**src/hdl/prpd_pkg.sv**
```systemverilog
`timescale 1ns / 1ps
// ----------------------------------------------------------------------------
// prpd_pkg
// Shared types, constants and pixel merge functions of the PCX plane decoder.
// ----------------------------------------------------------------------------
package prpd_pkg;

  localparam logic [7:0] RUN_MARK      = 8'hc0;
  localparam logic [5:0] RUN_MASK      = 6'h3f;
  localparam logic [7:0] ONE_BIT_WHITE = 8'd255;
  localparam int         RGB_SHIFT2    = 16;
  localparam int         BYTE_BITS     = 8;

  localparam int GROUP_W  = 64;
  localparam int COUNT_W  = 4;
  localparam int BYTE_W   = 8;
  localparam int PLANE_W  = 2;   // plane index, 0 to 3
  localparam int PLANES_W = 3;   // plane count, 1 to 4
  localparam int RUN_W    = 6;
  localparam int ADDR_W   = 4;
  localparam int DATA_W   = 32;
  localparam int BPP_W    = 4;
  localparam int BPL_W    = 13;

  typedef enum logic [1:0] {
    REG_BPP    = 2'd0,
    REG_PLANES = 2'd1,
    REG_BPL    = 2'd2
  } reg_idx_t;

  typedef enum logic [1:0] {
    BPP_1,
    BPP_2,
    BPP_4,
    BPP_8
  } bpp_t;

  // Effective configuration as seen by the datapath.
  typedef struct packed {
    bpp_t                bpp;
    logic [PLANES_W-1:0] planes;
    logic                rgb;
    logic                mono;
  } cfg_t;

  // One decode step handed from the sequencer to the merge stage.
  typedef struct packed {
    logic [BYTE_W-1:0]  value;
    logic [PLANE_W-1:0] plane;
    logic               store_wr;
    logic               emit;
    logic               lend;
    logic               last;
  } item_t;

  function automatic logic [COUNT_W-1:0] group_count(input bpp_t bpp, input logic rgb);
    logic [COUNT_W-1:0] c;
    c = 4'd1;
    if (!rgb) begin
      unique case (bpp)
        BPP_1: c = 4'd8;
        BPP_2: c = 4'd4;
        BPP_4: c = 4'd2;
        BPP_8: c = 4'd1;
      endcase
    end
    return c;
  endfunction

  // Merges the plane bytes of one byte position, MSB-first, leftmost pixel low.
  // Planes beyond the plane count must arrive as zero.
  function automatic logic [GROUP_W-1:0] merge_group(input logic [3:0][7:0] b,
                                                     input bpp_t bpp,
                                                     input logic mono);
    logic [GROUP_W-1:0] g;
    logic [7:0]         pix;
    g   = '0;
    pix = '0;
    unique case (bpp)
      BPP_8: g[7:0] = b[0];
      BPP_4: begin
        for (int k = 0; k < 2; k++) begin
          pix = '0;
          for (int p = 0; p < 2; p++) pix[p*4 +: 4] = b[p][(1-k)*4 +: 4];
          g[k*8 +: 8] = pix;
        end
      end
      BPP_2: begin
        for (int k = 0; k < 4; k++) begin
          pix = '0;
          for (int p = 0; p < 4; p++) pix[p*2 +: 2] = b[p][(3-k)*2 +: 2];
          g[k*8 +: 8] = pix;
        end
      end
      BPP_1: begin
        for (int k = 0; k < 8; k++) begin
          pix = '0;
          for (int p = 0; p < 4; p++) pix[p] = b[p][7-k];
          if (mono && pix == 8'd1) pix = ONE_BIT_WHITE;
          g[k*8 +: 8] = pix;
        end
      end
    endcase
    return g;
  endfunction

endpackage

```
**src/hdl/prpd_seq.sv**
```systemverilog
`timescale 1ns / 1ps
// ----------------------------------------------------------------------------
// prpd_seq
// Input sequencer: run-length parsing, line position and store read issue.
// ----------------------------------------------------------------------------
module prpd_seq #(
  parameter int MAX_BYTES_PER_LINE = 4096,
  parameter int MAX_PLANES         = 4
) (
  input  logic                                   clk,
  input  logic                                   rst_n,
  input  logic                                   in_tvalid,
  output logic                                   in_tready,
  input  logic [prpd_pkg::BYTE_W-1:0]            in_byte,
  input  logic                                   cfg_wr,
  input  prpd_pkg::cfg_t                         cfg,
  input  logic [$clog2(MAX_BYTES_PER_LINE+1)-1:0] bpl,
  input  logic                                   iss_ok,
  output logic                                   iss_valid,
  output prpd_pkg::item_t                        iss,
  output logic [((MAX_BYTES_PER_LINE > 1) ? $clog2(MAX_BYTES_PER_LINE) : 1)-1:0] iss_idx
);
  import prpd_pkg::*;

  localparam int IDX_W = (MAX_BYTES_PER_LINE > 1) ? $clog2(MAX_BYTES_PER_LINE) : 1;
  localparam int LINE_MAX = MAX_BYTES_PER_LINE * MAX_PLANES;
  localparam int LP_W  = (LINE_MAX > 1) ? $clog2(LINE_MAX) : 1;
  localparam int M_W   = $clog2(4 * MAX_BYTES_PER_LINE + 1);

  typedef enum logic {ST_IDLE, ST_RUN} state_t;

  state_t             state_r;
  logic               await_r;
  logic [RUN_W-1:0]   run_r;
  logic [BYTE_W-1:0]  value_r;
  logic [RUN_W-1:0]   rem_r;
  logic [PLANE_W-1:0] plane_r;
  logic [IDX_W-1:0]   idx_r;
  logic [LP_W-1:0]    lp_r;
  logic               resync_r;

  logic               acc;
  logic               is_mark;
  logic               do_iss;
  logic [BYTE_W-1:0]  iss_val;
  logic [RUN_W-1:0]   iss_rem;
  logic               last_plane;
  logic               idx_end;
  logic               lend;
  logic               clip;
  logic               fin;

  logic [M_W-1:0]     m1, m2, m3, m4, total, lpx, base;
  logic [PLANE_W-1:0] rs_plane;
  logic [IDX_W-1:0]   rs_idx;
  logic [LP_W-1:0]    rs_lp;

  assign in_tready = (state_r == ST_IDLE) && !resync_r && !cfg_wr && iss_ok;
  assign acc       = in_tvalid && in_tready;
  assign is_mark   = (in_byte & RUN_MARK) == RUN_MARK;

  always_comb begin
    do_iss  = 1'b0;
    iss_val = in_byte;
    iss_rem = RUN_W'(1);
    if (state_r == ST_RUN) begin
      do_iss  = iss_ok;
      iss_val = value_r;
      iss_rem = rem_r;
    end else if (acc) begin
      if (await_r) begin
        do_iss  = (run_r != '0);
        iss_rem = run_r;
      end else if (!is_mark) begin
        do_iss = 1'b1;
      end
    end
  end

  // Position bookkeeping for the step being issued.
  always_comb begin
    last_plane = ({1'b0, plane_r} == (cfg.planes - 3'd1));
    idx_end    = (M_W'(idx_r) + M_W'(1)) == M_W'(bpl);
    lend       = last_plane && idx_end;
    clip       = lend || (cfg.rgb && idx_end);
    fin        = clip || (iss_rem == RUN_W'(1));
  end

  assign iss_valid    = do_iss;
  assign iss_idx      = idx_r;
  assign iss.value    = iss_val;
  assign iss.plane    = plane_r;
  assign iss.store_wr = !last_plane;
  assign iss.emit     = last_plane;
  assign iss.lend     = lend;
  assign iss.last     = fin;

  // After a register write the linear line position is split again into
  // plane and byte index under the new line geometry.
  always_comb begin
    m1  = M_W'(bpl);
    m2  = m1 << 1;
    m3  = m1 + m2;
    m4  = m2 << 1;
    lpx = M_W'(lp_r);
    unique case (cfg.planes)
      3'd1:    total = m1;
      3'd2:    total = m2;
      3'd3:    total = m3;
      default: total = m4;
    endcase
    rs_plane = '0;
    base     = '0;
    if (lpx >= m3) begin
      rs_plane = 2'd3;
      base     = m3;
    end else if (lpx >= m2) begin
      rs_plane = 2'd2;
      base     = m2;
    end else if (lpx >= m1) begin
      rs_plane = 2'd1;
      base     = m1;
    end
    rs_idx = IDX_W'(lpx - base);
    rs_lp  = lp_r;
    if (lpx >= total) begin
      rs_plane = '0;
      rs_idx   = '0;
      rs_lp    = '0;
    end
  end

  always_ff @(posedge clk) begin
    if (!rst_n) begin
      state_r  <= ST_IDLE;
      await_r  <= 1'b0;
      run_r    <= '0;
      rem_r    <= '0;
      plane_r  <= '0;
      idx_r    <= '0;
      lp_r     <= '0;
      resync_r <= 1'b0;
    end else begin
      resync_r <= cfg_wr;
      if (resync_r) begin
        plane_r <= rs_plane;
        idx_r   <= rs_idx;
        lp_r    <= rs_lp;
      end
      if (acc) begin
        if (await_r) begin
          await_r <= 1'b0;
          run_r   <= '0;
        end else if (is_mark) begin
          await_r <= 1'b1;
          run_r   <= in_byte[RUN_W-1:0] & RUN_MASK;
        end
      end
      if (do_iss) begin
        if (idx_end) begin
          idx_r   <= '0;
          plane_r <= last_plane ? '0 : plane_r + 2'd1;
        end else begin
          idx_r <= idx_r + IDX_W'(1);
        end
        lp_r    <= lend ? '0 : lp_r + LP_W'(1);
        value_r <= iss_val;
        rem_r   <= iss_rem - RUN_W'(1);
        state_r <= fin ? ST_IDLE : ST_RUN;
      end
    end
  end

  a_cfg_blocks_input: assert property (@(posedge clk) disable iff (!rst_n)
    cfg_wr |=> !in_tready)
    else $error("input taken while the line position is being rebuilt");

  a_pos_in_line: assert property (@(posedge clk) disable iff (!rst_n)
    !resync_r |-> (({1'b0, plane_r} < cfg.planes) && (M_W'(idx_r) < M_W'(bpl))))
    else $error("line position outside the configured line");

  a_issue_when_ok: assert property (@(posedge clk) disable iff (!rst_n)
    iss_valid |-> iss_ok)
    else $error("decode step issued while the merge stage is blocked");

endmodule

```
**config.mk**
```make
export PLATFORM = sky130hd
export DESIGN_NAME = prpd_seq
export DESIGN_NICKNAME = d
export VERILOG_FILES = /design/src/hdl/prpd_pkg.sv /design/src/hdl/prpd_seq.sv
export SDC_FILE = /design/constraint.sdc
export NUM_CORES = 1
export LEC_CHECK = 0
export BUFFER_PORTS_ARGS = -buffer_cell sky130_fd_sc_hd__buf_2
export CAP_MARGIN = 20
export CORE_AREA = 2 2 104 106
export DETAILED_ROUTE_END_ITERATION = 8
export DIE_AREA = 0 0 106 108
export PLACE_DENSITY = 0.8
export SKIP_CTS_REPAIR_TIMING = 1
export SLEW_MARGIN = 20
export SYNTH_ARGS = -nofsm -noshare
export SYNTH_HDL_FRONTEND = slang
export SYNTH_SLANG_ARGS = --single-unit
```
**constraint.sdc**
```tcl
create_clock -name clk -period 8.9 [get_ports clk]
set_input_delay 0.445 -clock clk [delete_from_list [all_inputs] [get_ports clk]]
set_output_delay 0.445 -clock clk [all_outputs]
set_load 0.01 [all_outputs]
```
==> key figures, run 1 <==
Timing
  – Crit share post-route: 82.4%
  – Hold violation total from the final report: 0
  – Clock Skews: 0.0176 ns
  – Fmax: 136 MHz
  – RSZ-0062 raised after global routing: no
  – Crit path time final: 7.33 ns
  – Slew @ Worst Pin: 0.991 ns
  – Final setup fails: 0
  – Fin. max-slew vios: 0
  – Setup total negative slack: 0 ns
  – Rel. slew slack: 33.2%

Logic synthesis
  – Post-synthesis compound-gate area fraction: 26.3%
  – Post-synthesis async set-or-reset flop share: 0%
  – Synth Area in Simple Gates: 20.9%
  – Synth warnings: 0
  – Fraction of synthesized cell area in xor and xnor cells: 8.11%
  – Top cell type's share of synthesized area: 17.2%
  – Synth top area cells: ha_1, dfxtp_1, o21ai_0
  – Synth Register Bits: 51
  – Register area share after synthesis: 18.3%
  – Netlist cell types: 83
  – Synth Area in Adders: 18.1%
  – Fraction of synthesized area in multiplexers: 2.66%
  – Yosys top cell by area: ha_1
  – Largest family of logic cells by synthesized area: compound AO/OA/AOI/OAI gates
  – Number of synthesized flops with an enable pin: 8
  – Avg Cell Area, Syn: 7.79 um2
  – Post-Syn Nets: 892
  – Syn Std Cell Area: 0.00603 mm2
  – Syn Inst Count: 774
  – Ys flop type: dfxtp_1

Floorplan
  – Core Box Area: 0.0102 mm2
  – Die height: 108 um
  – IO Pins: 61
  – Die Width: 106 um
  – Initial Utilization: 59.0%
  – Row count: 37
  – Die ar.: 0.0114 mm2

Critical path
  – Startpoint Class: input pin
  – Slowest-stage cell, CP: o21ai_2
  – Most frequent CP cell: ha_1
  – Worst setup EP type: register
  – WP data required: 9.14 ns
  – CP Max Fanout: 19
  – Critical Path Max Stage Delay: 0.68 ns
  – Critical Path AT: 7.58 ns
  – CP Class: in2reg

GRT
  – Total congestion overflow: 0
  – Initial antenna violation count: 0
  – Largest net degree at the start of global routing: 26
  – All-Layer GR Usage: 29.5%
  – Number of global-route vias before repair: 5778
  – First-pass GRT wire length: 27.5 mm

CTS
  – Worst-skew pair later-pin latency: 0.31 ns
  – Root Buffer: clkbuf_8
  – Worst-path clk slew: 0.10 ns
  – Clock Path Buffers: 2
  – Max H-tree Level: 2
  – Clock buffer count from CTS: 5
  – CTS sink count: 51
  – CTS tree: built

Detailed routing
  – Wirelength per Cell: 18.2 um
  – DRC: 0
  – First DRT Iteration DRCs: 482
  – Pre-antenna DRT Iters: 5
  – DR WL met3: 1.50 mm
  – Vias per std cell: 6.54
  – Routed wl met2: 8.11 mm
  – Vias after detailed routing: 6143
  – Post-Route M1 WL: 7.04 mm
  – Routed Antenna Nets: 0
  – Highest Signal Layer: met4
  – Sum of routed wire length over all layers: 17.0 mm

Worst hold path
  – Worst hold path type: in2reg

Layout
  – # diodes: 0
  – Share of cells above drive strength 1: 12.0%
  – Commonest non-fill, non-tap cell in the layout: ha_1
  – Most frequent cells in the layout: ha_1, nor2_1, nand2_1
  – Area growth syn-to-layout: 6.43%
  – Nets: 920

Placement
  – GP Congestion: 0.933
  – PortBufs: 57
  – Post-DP HPWL: 13.2 mm

Flow run
  – Max_cap viols: 0

Pwr
  – Tot Pwr: 561 uW
  – Worst IR Drop VDD: 0.0833 mV
  – Power per cell area: 87.4 mW/mm2
  – Static Leak: 2.75 nW

Run status
  – Status: finished, final reports clean
-- kinds of logic after synthesis --
family | after synthesis
AND/OR/NAND/NOR | 255
AO/OA/AOI/OAI | 238
adder cells (fa/ha/maj) | 86
buffers and inverters | 81
flip-flops | 51
XOR/XNOR | 48
multiplexers | 15
-- report_power, final --
group / leakage (nW) / total [mW] / switching [mW] / internal (mW)
combinational: 2.28 / 0.175 / 0.106 / 0.0686
clock: 0.0463 / 0.143 / 0.0853 / 0.0579
sequential: 0.420 / 0.243 / 0.00546 / 0.237
total: 2.75 / 0.561 / 0.197 / 0.364
-- cell usage after synthesis, drive strengths merged (9+ instances only) --
library cell	count
a31oi	10
ha	83
inv	42
buf	9
clkbuf	29
xnor2	26
nor3	15
a22oi	20
dfxtp	43
a21o	14
and3	10
nand2	68
nand2b	10
nor2b	10
xor2	17
o21ai	65
nand4	9
a21oi	53
nor2	73
nand3	23
-- cell type report --
| class | instances | area [um2] |
|---|---|---|
| tap | 136 | 170 |
| fill | 926 | 3810 |
| clock inverter | 3 | 27.5 |
| sequential | 51 | 1100 |
| clock buffer | 5 | 68.8 |
| multi-input combinational | 642 | 4590 |
| timing repair buffer | 60 | 308 |
| inverter | 42 | 158 |
-- sequential cells by signal, indices dropped and copies added, names as in the netlist --
signal    count
await_r       1
iss_idx      12
lp_r         14
plane_r       2
rem_r         6
resync_r      1
run_r         6
state_r       1
value_r       8
-- worst max-delay path: cells and delay by family --
| kind | cells | cell delay (ns) |
|---|---|---|
| compound gates | 11 | 2.85 |
| simple gates | 9 | 1.99 |
| fa+ha+maj | 5 | 1.62 |
| xor+xnor | 2 | 0.37 |
| buf+inv | 2 | 0.30 |
-- worst paths after layout --
kind,cells after the start,slack [ns],startpoint,end
hold reg to reg,2,0.46,rem_r[1]$_SDFFE_PN0P_,rem_r[1]$_SDFFE_PN0P_
setup / recovery,29,1.57,bpl[1],iss_idx[11]$_SDFFE_PN0P_
hold / removal,2,0.34,cfg_wr,resync_r$_SDFF_PN0_
setup reg to reg,21,2.76,lp_r[0]$_SDFFE_PN0P_,iss_idx[11]$_SDFFE_PN0P_
-- through the flow --
stage	worst slack [ns]	cell area [um2]	hold WS [ns]	util, %	std cells
global route	1.24	6420	0.344	62.7	939
detailed placement	1.46	6320	0.452	61.8	931
global placement	1.66	6320	0.443	61.8	931
finish	1.57	6420	0.345	62.7	939
CTS	1.76	6420	0.342	62.7	939
floorplan	2.49	6030	0.432	-	774
-- layer usage --
layer  GRT usage [%]  vias up
li1                -     2901
met1            36.8     2889
met2            51.6      309
met3            4.76       44
met4            10.4        0
met5               0        -
(Power assumes the default switching activity.)
==> run 2, diff against run 1 <==
Settings changed: CORE_AREA 2 2 104 106 to 2 2 108 110, DIE_AREA 0 0 106 108 to 0 0 110 112, PLACE_DENSITY 0.8 to 0.78.
Clock period 8.9 ns to 6.08 ns, I/O delays scaled along.
==> run 2 against run 1 <==
Worst setup slack worse by 1.5 ns. Worst hold slack worse by 0.085 ns. Largest power group unchanged. Non-clock buffer count up 58. Global-route usage down 0.39 points. Clock skew down 0.011 ns. Clock-buffer cell count unchanged. Register-to-register slack worse by 2.1 ns. Cell count up 6.9%.
==> key figures, run 2 (synthesis gave the netlist of run 1 again) <==
Layout
  – Share of cells above drive strength 1: 19.6% (+7.7 points)
  – Design area: 0.00706 mm2 (+10%)
  – Nets: 978 (+6.3%)
  – Commonest non-fill, non-tap cell in the layout: ha_1
  – Non-filler cells, final: 1004 (+6.9%)
  – Fill cells: 923 (-0.32%)
  – Final core occ: 63.2% (+0.46 points)
  – Number of flip-flops under the largest register name: 14 (unchanged)
  – Most frequent cells in the layout: ha_1, nor2_1, nand2_1
  – Register bank with the most flops: lp_r
  – Area growth syn-to-layout: 17.1%
  – # diodes: 0 (unchanged)

Critical path
  – Worst setup EP type: register
  – Critical Path Source: bpl[1]
  – CP Class: in2reg
  – WP data required: 6.31 ns (-2.83 ns)
  – Slowest-stage cell, CP: or4_4
  – Worst setup path end: iss_idx[11]$_SDFFE_PN0P_
  – Critical Path AT: 6.26 ns (-1.32 ns)
  – Reg2Reg Setup Slack: 0.63 ns (-2.13 ns)
  – R2r endpoint: iss_idx[11]$_SDFFE_PN0P_
  – Reg2reg path depth: 23 (+9.5%)
  – Startpoint Class: input pin
  – Reg2reg start: lp_r[0]$_SDFFE_PN0P_
  – CP Max Fanout: 5 (-14)
  – Critical Path Max Stage Delay: 0.54 ns (-0.14 ns)

Timing
  – Final setup fails: 0 (unchanged)
  – Rel. slew slack: 41.7% (+8.5 points)
  – Fmax: 166 MHz
  – Crit share post-route: 99.2%
  – Slew @ Worst Pin: 0.866 ns (-0.125 ns)
  – Worst hold margin: 0.259 ns (-0.0854 ns)
  – RSZ-0062 raised after global routing: yes
  – Hold violation total from the final report: 0 (unchanged)
  – Crit path time final: 6.03 ns
  – Fin. max-slew vios: 0 (unchanged)
  – Clock Skews: 0.00668 ns (-0.0109 ns)

Floorplan
  – Initial Utilization: 54.0% (-5.0 points)
  – Die ar.: 0.0123 mm2 (+7.6%)
  – IO Pins: 61 (unchanged)
  – Row count: 39 (+5.4%)
  – Die height: 112 um (+3.7%)
  – Die Width: 110 um (+3.8%)
  – Core Box Area: 0.0112 mm2 (+9.2%)

GRT
  – Initial antenna violation count: 0 (unchanged)
  – All-Layer GR Usage: 29.1% (-0.39 points)
  – Largest net degree at the start of global routing: 26 (unchanged)
  – Number of global-route vias before repair: 5867 (+1.5%)
  – First-pass GRT wire length: 28.7 mm (+4.1%)
  – Total congestion overflow: 0 (unchanged)

CTS
  – Max H-tree Level: 2 (unchanged)
  – CTS sink count: 51 (unchanged)
  – Worst-path clk slew: 0.07 ns (-0.03 ns)
  – Clock buffer count from CTS: 5 (unchanged)
  – Worst-skew pair later-pin latency: 0.29 ns (-0.02 ns)
  – CTS tree: built
  – Root Buffer: clkbuf_16
  – Clock Path Buffers: 2 (unchanged)

Detailed routing
  – Routed Antenna Nets: 0 (unchanged)
  – Pre-antenna DRT Iters: 5 (unchanged)
  – Wirelength per Cell: 18.3 um (+0.82%)
  – Post-Route M1 WL: 7.52 mm (+6.8%)
  – Highest Signal Layer: met4
  – Vias per std cell: 6.35 (-3.0%)
  – Vias after detailed routing: 6371 (+3.7%)
  – Routed wl met2: 8.72 mm (+7.5%)
  – Sum of routed wire length over all layers: 18.4 mm (+7.8%)
  – DR WL met3: 1.63 mm (+8.6%)
  – First DRT Iteration DRCs: 654 (+36%)
  – DRC: 0 (unchanged)

Run status
  – Status: finished, final reports clean

Placement
  – GP Congestion: 1.07 (+15%)
  – DP Area: 0.00671 mm2 (+6.2%)
  – Placed cell count: 986 (+5.9%)
  – PortBufs: 57 (unchanged)
  – Post-DP HPWL: 14.0 mm (+6.5%)

Flow run
  – Max_cap viols: 0 (unchanged)

Pwr
  – Worst IR Drop VDD: 0.146 mV (+76%)
  – Tot Pwr: 946 uW (+69%)
  – Power share of the clock group: 30.4% (+4.9 points)
  – Internal power: 635 uW (+75%)
  – Static Leak: 3.08 nW (+12%)
  – Reg power frac: 37.5% (-5.8 points)
  – Power per cell area: 134 mW/mm2 (+53%)
  – Sw Share: 32.9% (-2.2 points)
  – Combinational Power Share: 32.1% (+0.9 points)
  – Psw: 311 uW (+58%)

Worst hold path
  – Worst Hold Path Cells: 2 (unchanged)
  – Worst hold path type: in2reg
-- run 2: changes by cell type in the layout (fill, tap and decap cells not counted), sizes merged --
cell / before / now
clkinvlp: 1 / 0
buf: 60 / 118
inv: 43 / 44
-- run 2: power by group through the flow --
stage	combinational, mW	sequential [mW]	clock (mW)
after floorplan	0.184	0.361	0
after global placement	0.270	0.362	0
after detailed placement	0.280	0.363	0
after CTS	0.283	0.355	0.293
after global routing	0.328	0.356	0.304
final	0.304	0.355	0.287
-- run 2: worst min path at each step --
stage	start	end
after CTS	iss_ok	state_r$_SDFFE_PN0P_
after detailed placement	rem_r[5]$_SDFFE_PN0P_	rem_r[5]$_SDFFE_PN0P_
after floorplan	iss_ok	state_r$_SDFFE_PN0P_
after global placement	rem_r[5]$_SDFFE_PN0P_	rem_r[5]$_SDFFE_PN0P_
after global routing	cfg_wr	resync_r$_SDFF_PN0_
final	iss_ok	state_r$_SDFFE_PN0P_
-- run 2: worst max-delay path: cells and delay by family --
family	cells	cell delay (ns)
AO/OA/AOI/OAI	12	1.89
AND/OR/NAND/NOR	7	1.64
buffers and inverters	5	0.57
adder cells (fa/ha/maj)	5	1.58
XOR/XNOR	2	0.27
-- run 2: layer usage --
metal	global-route usage, %	vias to the layer above
met1	39.2	2974
met3	4.22	47
met4	9.54	0
li1	-	3017
met2	47.2	333
met5	0	-
-- run 2: layout make-up --
cell class                 instances  area [um2]  share of cell area [%]
tap                              143         179                    2.53
inverter                          42         158                    2.23
multi-input combinational        642        4690                    66.4
sequential                        51        1100                    15.6
clock inverter                     3        26.3                   0.372
clock buffer                       5         125                    1.77
timing repair buffer             118         781                    11.1
-- run 2: metrics by stage --
stage                     setup WS [ns]  setup TNS [ns]
after floorplan                  0.0127               0
after global placement           -0.107          -0.119
after detailed placement         -0.321          -0.909
after CTS                       -0.0380         -0.0380
after global routing             -0.221          -0.276
final                            0.0502               0
==> run 3, diff against run 2 <==
Settings changed: CORE_AREA 2 2 108 110 to 2 2 148 150, DIE_AREA 0 0 110 112 to 0 0 150 152, PLACE_DENSITY 0.78 to 0.47.
==> run 3 against run 2 <==
Cell count up 15%. First-iteration DRC count is 45% lower. Via count fell by 5.4%. Clock skew rose by 0.0024 ns. Combinational power rose by 3%. Worst hold slack worse by 0.051 ns. Maximum frequency is 1.9% higher. Critical path type unchanged. Highest routed layer unchanged.
==> key figures, run 3 (synthesis gave the netlist of run 1 again) <==
Critical path
  – Critical Path Max Stage Delay: 0.54 ns (about the same)
  – Slowest-stage cell, CP: or4_4
  – Reg2reg start: lp_r[0]$_SDFFE_PN0P_
  – Critical path's top delay family: compound AO/OA/AOI/OAI gates
  – Buf+Inv Stages, Crit Path: 3 (-2)
  – CP Class: in2reg
  – CP Max Fanout: 4 (-1)
  – Startpoint Class: input pin
  – Worst setup EP type: register
  – Reg2reg path depth: 22 (-4.3%)
  – WP data required: 6.33 ns (+0.02 ns)
  – Critical Path AT: 6.17 ns (-0.09 ns)
  – Reg2Reg Setup Slack: 0.69 ns (+0.06 ns)
  – R2r endpoint: iss_idx[11]$_SDFFE_PN0P_

Detailed routing
  – Vias per std cell: 5.21 (-18%)
  – Routed Antenna Nets: 0 (unchanged)
  – DRC: 0 (unchanged)
  – Sum of routed wire length over all layers: 20.4 mm (+11%)
  – Wirelength per Cell: 17.6 um (-3.8%)
  – Vias after detailed routing: 6024 (-5.4%)
  – First DRT Iteration DRCs: 362 (-45%)
  – Pre-antenna DRT Iters: 5 (unchanged)

GRT
  – Total congestion overflow: 0 (unchanged)
  – Largest net degree at the start of global routing: 25 (-3.8%)
  – Initial antenna violation count: 0 (unchanged)
  – Number of global-route vias before repair: 5791 (-1.3%)
  – All-Layer GR Usage: 18.0% (-11 points)
  – First-pass GRT wire length: 32.1 mm (+12%)

Timing
  – Crit path time final: 5.92 ns (-0.112 ns)
  – Hold violation total from the final report: 0 (unchanged)
  – Slew @ Worst Pin: 0.902 ns (+0.0358 ns)
  – Rel. slew slack: 39.3% (-2.4 points)
  – Fin. max-slew vios: 0 (unchanged)
  – Fmax: 169 MHz (+1.9%)
  – Final WS setup: 0.162 ns (+0.112 ns)
  – Clock Skews: 0.00906 ns (+0.00238 ns)
  – Crit share post-route: 97.3% (-1.8 points)
  – Final setup fails: 0 (unchanged)
  – Worst hold margin: 0.209 ns (-0.0506 ns)
  – RSZ-0062 raised after global routing: yes

Layout
  – Non-filler cells, final: 1157 (+15%)
  – # diodes: 0 (unchanged)
  – Area growth syn-to-layout: 22.3%
  – Nets: 994 (+1.6%)
  – Most frequent cells in the layout: ha_1, buf_4, nor2_1
  – Number of flip-flops under the largest register name: 14 (unchanged)
  – Register bank with the most flops: lp_r
  – Commonest non-fill, non-tap cell in the layout: ha_1
  – Share of cells above drive strength 1: 21.4% (+1.8 points)

Pwr
  – Static Leak: 3.17 nW (+2.8%)
  – Tot Pwr: 967 uW (+2.2%)
  – Power per cell area: 131 mW/mm2 (-2.2%)
  – Worst IR Drop VDD: 0.0971 mV (-34%)

Floorplan
  – IO Pins: 61 (unchanged)
  – Die height: 152 um (+36%)
  – Core Box Area: 0.0214 mm2 (+91%)
  – Row count: 54 (+38%)
  – Die ar.: 0.0228 mm2 (+85%)
  – Die Width: 150 um (+36%)
  – Initial Utilization: 28.3% (-26 points)

Placement
  – Post-DP HPWL: 16.1 mm (+15%)
  – Placed cell count: 1140 (+16%)
  – Place WS: -0.335 ns (-0.0136 ns)
  – PortBufs: 57 (unchanged)
  – GP Congestion: 0.886 (-17%)

CTS
  – Root Buffer: clkbuf_16
  – Worst-skew pair later-pin latency: 0.31 ns (+0.02 ns)
  – Max H-tree Level: 2 (unchanged)
  – CTS tree: built
  – Clock Path Buffers: 2 (unchanged)
  – CTS sink count: 51 (unchanged)
  – Worst-path clk slew: 0.08 ns (about the same)
  – Clock buffer count from CTS: 5 (unchanged)

Flow run
  – Max_cap viols: 0 (unchanged)

Worst hold path
  – Worst hold path type: in2reg
  – Worst Hold Path Cells: 2 (unchanged)
  – Worst hold start: cfg_wr
  – Hold EP: resync_r$_SDFF_PN0_

Run status
  – Status: finished, final reports clean
run 3: area by class of cell:
| class | count | area (um2) |
|---|---|---|
| Clock buffer | 5 | 125 |
| Clock inverter | 3 | 25.0 |
| Fill cell | 2347 | 14000 |
| Inverter | 42 | 158 |
| Multi-Input combinational cell | 642 | 4720 |
| Sequential cell | 51 | 1100 |
| Tap cell | 280 | 350 |
| Timing Repair Buffer | 134 | 897 |
run 3: worst max path at each step:
stage,startpoint,to,cells past startpoint
floorplan,bpl[1],iss_idx[11]$_SDFFE_PN0P_,28
global placement,bpl[1],iss_idx[11]$_SDFFE_PN0P_,28
detailed placement,bpl[1],iss_idx[11]$_SDFFE_PN0P_,28
CTS,bpl[1],iss_idx[11]$_SDFFE_PN0P_,28
global route,bpl[1],iss_idx[11]$_SDFFE_PN0P_,30
finish,bpl[1],iss_idx[11]$_SDFFE_PN0P_,30
run 3: layer usage:
layer / vias up / global-route usage (%) / wire length [um]
met1: 2816 / 25.1 / 9560
met2: 135 / 28.2 / 9300
met5: - / 0 / 0
met4: 0 / 5.35 / 476
li1: 3053 / - / -
met3: 20 / 2.97 / 1040
run 3: power breakdown:
group | total [mW] | switching [mW] | internal [mW]
registers | 0.355 | 0.00797 | 0.347
clock network | 0.299 | 0.143 | 0.156
logic | 0.312 | 0.174 | 0.138
run 3: worst register-to-register path, delay by kind of cell (launching register included):
family	cells	cell delay, ns
and+or+nand+nor	6	1.56
buffers and inverters	2	0.30
DFF	1	0.45
xor gates and xnor gates	1	0.12
AOI/OAI and AO/OA	10	2.01
adders and majority gates	3	0.88
run 3: metrics by stage:
step | TNS, ns | util [%] | instance area, um2
3_3_place_gp | -0.263 | 32.8 | 7010
2_1_floorplan | 0 | - | 6050
5_1_grt | -0.177 | 34.6 | 7380
6_report | 0 | 34.6 | 7380
3_5_place_dp | -0.581 | 32.8 | 7010
4_1_cts | -0.0217 | 33.5 | 7160
